--- config.mk ---
export PLATFORM = sky130hd
export DESIGN_NAME = lsc_front
export DESIGN_NICKNAME = d
export VERILOG_FILES = /design/src/hdl/assert_macros.svh /design/src/hdl/lsc_pkg.sv /design/src/hdl/lsc_front.sv
export SDC_FILE = /design/constraint.sdc
export NUM_CORES = 1
export LEC_CHECK = 0
export BUFFER_PORTS_ARGS = -buffer_cell sky130_fd_sc_hd__buf_4
export CAP_MARGIN = 10
export CORE_ASPECT_RATIO = 1.2
export CORE_UTILIZATION = 52
export DETAILED_ROUTE_END_ITERATION = 8
export PLACE_DENSITY = 0.8
export SYNTH_ARGS = -nofsm -noshare
export SYNTH_HDL_FRONTEND = slang
export SYNTH_SLANG_ARGS = --single-unit
--- constraint.sdc ---
create_clock -name clock -period 4.1 [get_ports clock]
set_input_delay 0.82 -clock clock [delete_from_list [all_inputs] [get_ports clock]]
set_output_delay 0.82 -clock clock [all_outputs]
set_load 0.02 [all_outputs]
--- src/hdl/assert_macros.svh ---
// Assertion helpers for the RTL; only lsc_back.sv includes them.
`ifndef ASSERT_MACROS_SVH
`define ASSERT_MACROS_SVH
`ifndef SYNTHESIS
`define LSC_ASSERT_ALWAYS(lbl, clk, rst, prop) \
   lbl: assert property (@(posedge clk) disable iff (rst) (prop)) \
      else $error("lsc assertion failed");
`define LSC_ASSERT_IMPLY(lbl, clk, rst, ante, cons) \
   lbl: assert property (@(posedge clk) disable iff (rst) (ante) |-> (cons)) \
      else $error("lsc assertion failed");
`else
`define LSC_ASSERT_ALWAYS(lbl, clk, rst, prop)
`define LSC_ASSERT_IMPLY(lbl, clk, rst, ante, cons)
`endif
`endif

--- src/hdl/lsc_pkg.sv ---
`default_nettype none
package lsc_pkg;
   localparam int SLOTS       = 16;
   localparam int SLOT_W      = $clog2(SLOTS);
   localparam int CNT_W       = SLOT_W + 1;
   localparam int MAX_WORDS   = 64;
   localparam int WIDX_W      = $clog2(MAX_WORDS);
   localparam int WCNT_W      = WIDX_W + 1;
   localparam int STORE_DEPTH = SLOTS * MAX_WORDS;
   localparam int STORE_AW    = SLOT_W + WIDX_W;
   localparam int DATA_W      = 64;
   localparam int SECTOR_W    = 32;
   localparam int TDATA_W     = 104;
   localparam int CSR_W       = 7;
   localparam int CSR_SW_W    = 7;
   localparam int CSR_SL_W    = 5;

   localparam logic CSR_SECTOR_WORDS = 1'b0;
   localparam logic CSR_SLOTS_IN_USE = 1'b1;

   localparam logic [1:0] ACT_READ   = 2'd0;
   localparam logic [1:0] ACT_WRITE  = 2'd1;
   localparam logic [1:0] ACT_FILL   = 2'd2;
   localparam logic [1:0] ACT_STATUS = 2'd3;

   localparam logic [1:0] KIND_DATA   = 2'd0;
   localparam logic [1:0] KIND_BREAD  = 2'd1;
   localparam logic [1:0] KIND_BWRITE = 2'd2;
   localparam logic [1:0] KIND_DONE   = 2'd3;

   typedef enum logic [1:0] {
      OP_IDLE  = 2'd0,
      OP_FILL  = 2'd1,
      OP_WRITE = 2'd2,
      OP_WSTAT = 2'd3
   } op_type;

   typedef struct packed {
      logic [1:0]          action;
      logic [SECTOR_W-1:0] sector;
      logic [DATA_W-1:0]   data;
      logic                last;
      logic                ok;
   } item_type;

   typedef struct packed {
      logic [1:0]          kind;
      logic [SECTOR_W-1:0] sector;
      logic [DATA_W-1:0]   data;
      logic                hit;
      logic                status;
      logic                last;
   } res_type;

   typedef struct packed {
      logic     valid;
      item_type item;
   } queue_type;
endpackage
`default_nettype wire

--- src/hdl/lsc_front.sv ---
`default_nettype none
module lsc_front (
   input  wire logic              clock,
   input  wire logic              reset,
   input  wire logic              req_tvalid,
   output logic                   req_tready,
   input  wire logic [103:0]      req_tdata,
   input  wire logic              req_tlast,
   input  wire logic [1:0]        req_tuser,
   output lsc_pkg::queue_type     q_head,
   input  wire logic              q_pop
);
   import lsc_pkg::*;

   item_type   ent_ff [2];
   item_type   ent_in [2];
   logic       wr_ptr_ff, wr_ptr_in, rd_ptr_ff, rd_ptr_in;
   logic [1:0] count_ff, count_in;
   logic       push;
   logic       pop;
   item_type   new_item;

   // unpack the word into an item
   always_comb begin
      new_item.action = req_tuser;
      new_item.sector = req_tdata[31:0];
      new_item.data   = req_tdata[95:32];
      new_item.last   = req_tlast;
      new_item.ok     = req_tdata[96];
   end

   assign req_tready   = (count_ff != 2'd2);
   assign push         = req_tvalid && req_tready;
   assign pop          = q_pop && (count_ff != 2'd0);
   assign q_head.valid = (count_ff != 2'd0);
   assign q_head.item  = ent_ff[rd_ptr_ff];

   always_comb begin
      ent_in    = ent_ff;
      wr_ptr_in = wr_ptr_ff;
      rd_ptr_in = rd_ptr_ff;
      count_in  = count_ff;
      if (push) begin
         ent_in[wr_ptr_ff] = new_item;
         wr_ptr_in         = ~wr_ptr_ff;
      end
      if (pop) begin
         rd_ptr_in = ~rd_ptr_ff;
      end
      if (push && !pop) begin
         count_in = count_ff + 2'd1;
      end else if (pop && !push) begin
         count_in = count_ff - 2'd1;
      end
   end

   always_ff @(posedge clock) begin
      ent_ff <= ent_in;
      if (reset) begin
         wr_ptr_ff <= 1'b0;
         rd_ptr_ff <= 1'b0;
         count_ff  <= 2'd0;
      end else begin
         wr_ptr_ff <= wr_ptr_in;
         rd_ptr_ff <= rd_ptr_in;
         count_ff  <= count_in;
      end
   end
endmodule
`default_nettype wire

==> flow_summary.json <==
{
  "port_buffers": 205,
  "dp_hpwl_um": 8540,
  "wl_um": 13100,
  "synth.top_cell.area_share_pct": 80.6,
  "cap_violations": 0,
  "worst_pin_slew_ns": 0.876,
  "areaGrowthSynthToFinish_pct": 30.7,
  "worstSetupPathType": "flip-flop to primary output",
  "cp_num_buf_inv": 2,
  "wl_met3_um": 1210,
  "crit_chain": "buf_12 -> mux2_2 -> buf_4",
  "syn_area_per_cell_um2": 22.4,
  "rows": 47,
  "yosys_most_used_dff": "edfxtp_1",
  "powerDensity_mw_per_mm2": 623,
  "cp_max_fo": 64,
  "clock_path_buffers": 3,
  "die_area_mm2": 0.0148,
  "slew_violations": 0,
  "critPathTopFamily": "flip-flops",
  "tns_ns": 0,
  "ys_top_cells_by_area": "edfxtp_1, mux2_2, buf_6, dfxtp_1, xor2_1",
  "grt_pass1_wl_um": 20600,
  "fin_area_mm2": 0.00974,
  "post-place-ws_ns": 1.57,
  "gr-total-overflow": 0,
  "n_antenna_cell": 0,
  "post-route-min-period_ns": 2.97,
  "synth_cell_type_count": 19,
  "seqCellArea_mm2": 0.00609,
  "hp-class": "primary input to flip-flop",
  "drt-met1-wl_um": 4670,
  "setup_viol": 0,
  "yosys.area.top_type": "edfxtp_1",
  "slew_headroom_pct": 41.6,
  "dr.pass1.iters": 6,
  "grt_start_max_net_pins": 67,
  "root_buffer": "clkbuf_16",
  "synthArstFlopShare_pct": 0,
  "core_area_mm2": 0.0139,
  "synth_enable_flop_cells": 200,
  "synth_fp_nets": 445,
  "drtIter0Drc": 205,
  "start_util_pct": 53.7,
  "drtAntennaViolNets": 0,
  "die_w_um": 111,
  "yosysMostFrequentCell": "edfxtp_1",
  "wl_per_cell_um": 17.8,
  "fin_skew_ns": 0.0225,
  "max_clock_freq_ghz": 0.337,
  "hold_buffers": 0,
  "htree_levels": 1,
  "ys_ff_latch": 204,
  "placed_area_mm2": 0.00916,
  "slowest_delay_ns": 0.68,
  "post-route-drc-count": 24,
  "fin_util_pct": 70.2,
  "place.gp.congestion": 0.700,
  "violations": "DRC",
  "clkSinkCount": 204,
  "cp.arrival_ns": 2.15,
  "top_layer_used": "met4",
  "status": "complete, but fails checks",
  "cts_setup_buffers": 0,
  "groute.usage.overall_pct": 17.9,
  "crit_path_end_kind": "primary output",
  "yosysWarnings": 0,
  "rsz0062_at_grt": "false",
  "finalNetCount": 665,
  "tritoncts": "done",
  "startpoint_type": "flip-flop",
  "vias_per_cell": 5.18,
  "multi_input_area_mm2": 0.00125,
  "irDropWorstVdd_mv": 0.509,
  "crit_required_ns": 3.28,
  "dr_wl_met2_um": 6870,
  "clk_latency_ns": 0.49,
  "rrSetupSlack_ns": 1.95,
  "cp_slowest_cell": "dfxtp_4",
  "layout-drive-gt1-share_pct": 60.0,
  "numCtsBuffers": 20,
  "ioPinCount": 213,
  "clk_pin_slew_ns": 0.06,
  "syn_inst": 333,
  "cts_resized": 0,
  "grt_pass1_vias": 4140,
  "antenna_found_initial": 0,
  "dr_total_vias": 3825,
  "die_height_um": 133,
  "fin_ws_ns": 1.13,
  "total_leakage_power_nw": 3.61,
  "final-hold-violation-count": 0,
  "syn_area_mm2": 0.00745,
  "seq_area_frac_synth_pct": 81.7,
  "synth_common_cells": "edfxtp_1, mux2_2, buf_6",
  "fin_crit_sh_pct": 72.5,
  "fillers": 858
}
stage by stage:
stage / hold slack (ns) / total power [mW] / cells
after detailed placement: 0.529 / 4.53 / 702
after CTS: 0.492 / 6.15 / 738
final: 0.510 / 6.07 / 738
after global routing: 0.486 / 6.34 / 738
after floorplan: 0.505 / 3.86 / 333
after global placement: 0.536 / 4.48 / 702
final timing paths:
path / endpoint / depth (start not counted) / start
max: q_head[86] / 3 / rd_ptr_ff
min: ent_ff[145] / 1 / req_tdata[75]
max reg2reg: ent_ff[104] / 4 / count_ff[0]
min reg2reg: count_ff[1] / 2 / count_ff[1]
worst register-to-register path, stage by stage (launching register included):
cell and delay, ns:
dfxtp_1 0.41, nand2b_4 0.18, nand3b_1 0.15, inv_4 0.66, buf_4 0.44
per-layer routing:
layer  global-route usage [%]  vias up
met5                        0        -
met4                     6.98        0
met3                     5.69       26
met2                     31.7      150
met1                     20.1     1889
li1                         -     1760
where the power goes:
group,switching [mW],internal [mW]
Clock,0.708,0.900
Combinational,0.921,0.824
Sequential,0.113,2.61
cell type report:
cell class	count	area share [%]
Timing Repair Buffer	209	16.4
Clock buffer	24	5.29
Clock inverter	12	0.694
Inverter	1	0.0642
Tap cell	171	2.20
Sequential cell	204	62.5
Multi-Input combinational cell	117	12.9
flip-flops by register name, indices dropped and copies added (netlist names):
name / count
ent_ff: 200
count_ff: 2
rd_ptr_ff: 1
wr_ptr_ff: 1
layout by cell type, fill, tap and decap left out:
cell	n
buf_4	207
edfxtp_1	200
mux2_2	100
clkbuf_16	20
clkinv_1	7
clkbuf_1	4
xor2_1	3
dfxtp_1	3
o21ai_0	2
nor2_1	2
a21oi_1	2
clkinvlp_4	2
clkinv_2	2
buf_12	2
nand2b_4	1
and2_1	1
and3_4	1
nand3b_1	1
inv_4	1
or2_2	1
a21bo_2	1
or3_1	1
ha_1	1
clkinv_8	1
dfxtp_4	1
cell families after synthesis:
kind of cell    share of synthesized area (%)
compound gates                          0.403
mux                                      15.1
fa+ha+maj                               0.168
simple gates                            0.722
buf+inv                                  1.58
flops                                    81.7
xor+xnor                                0.353
(Power assumes the default switching activity.)
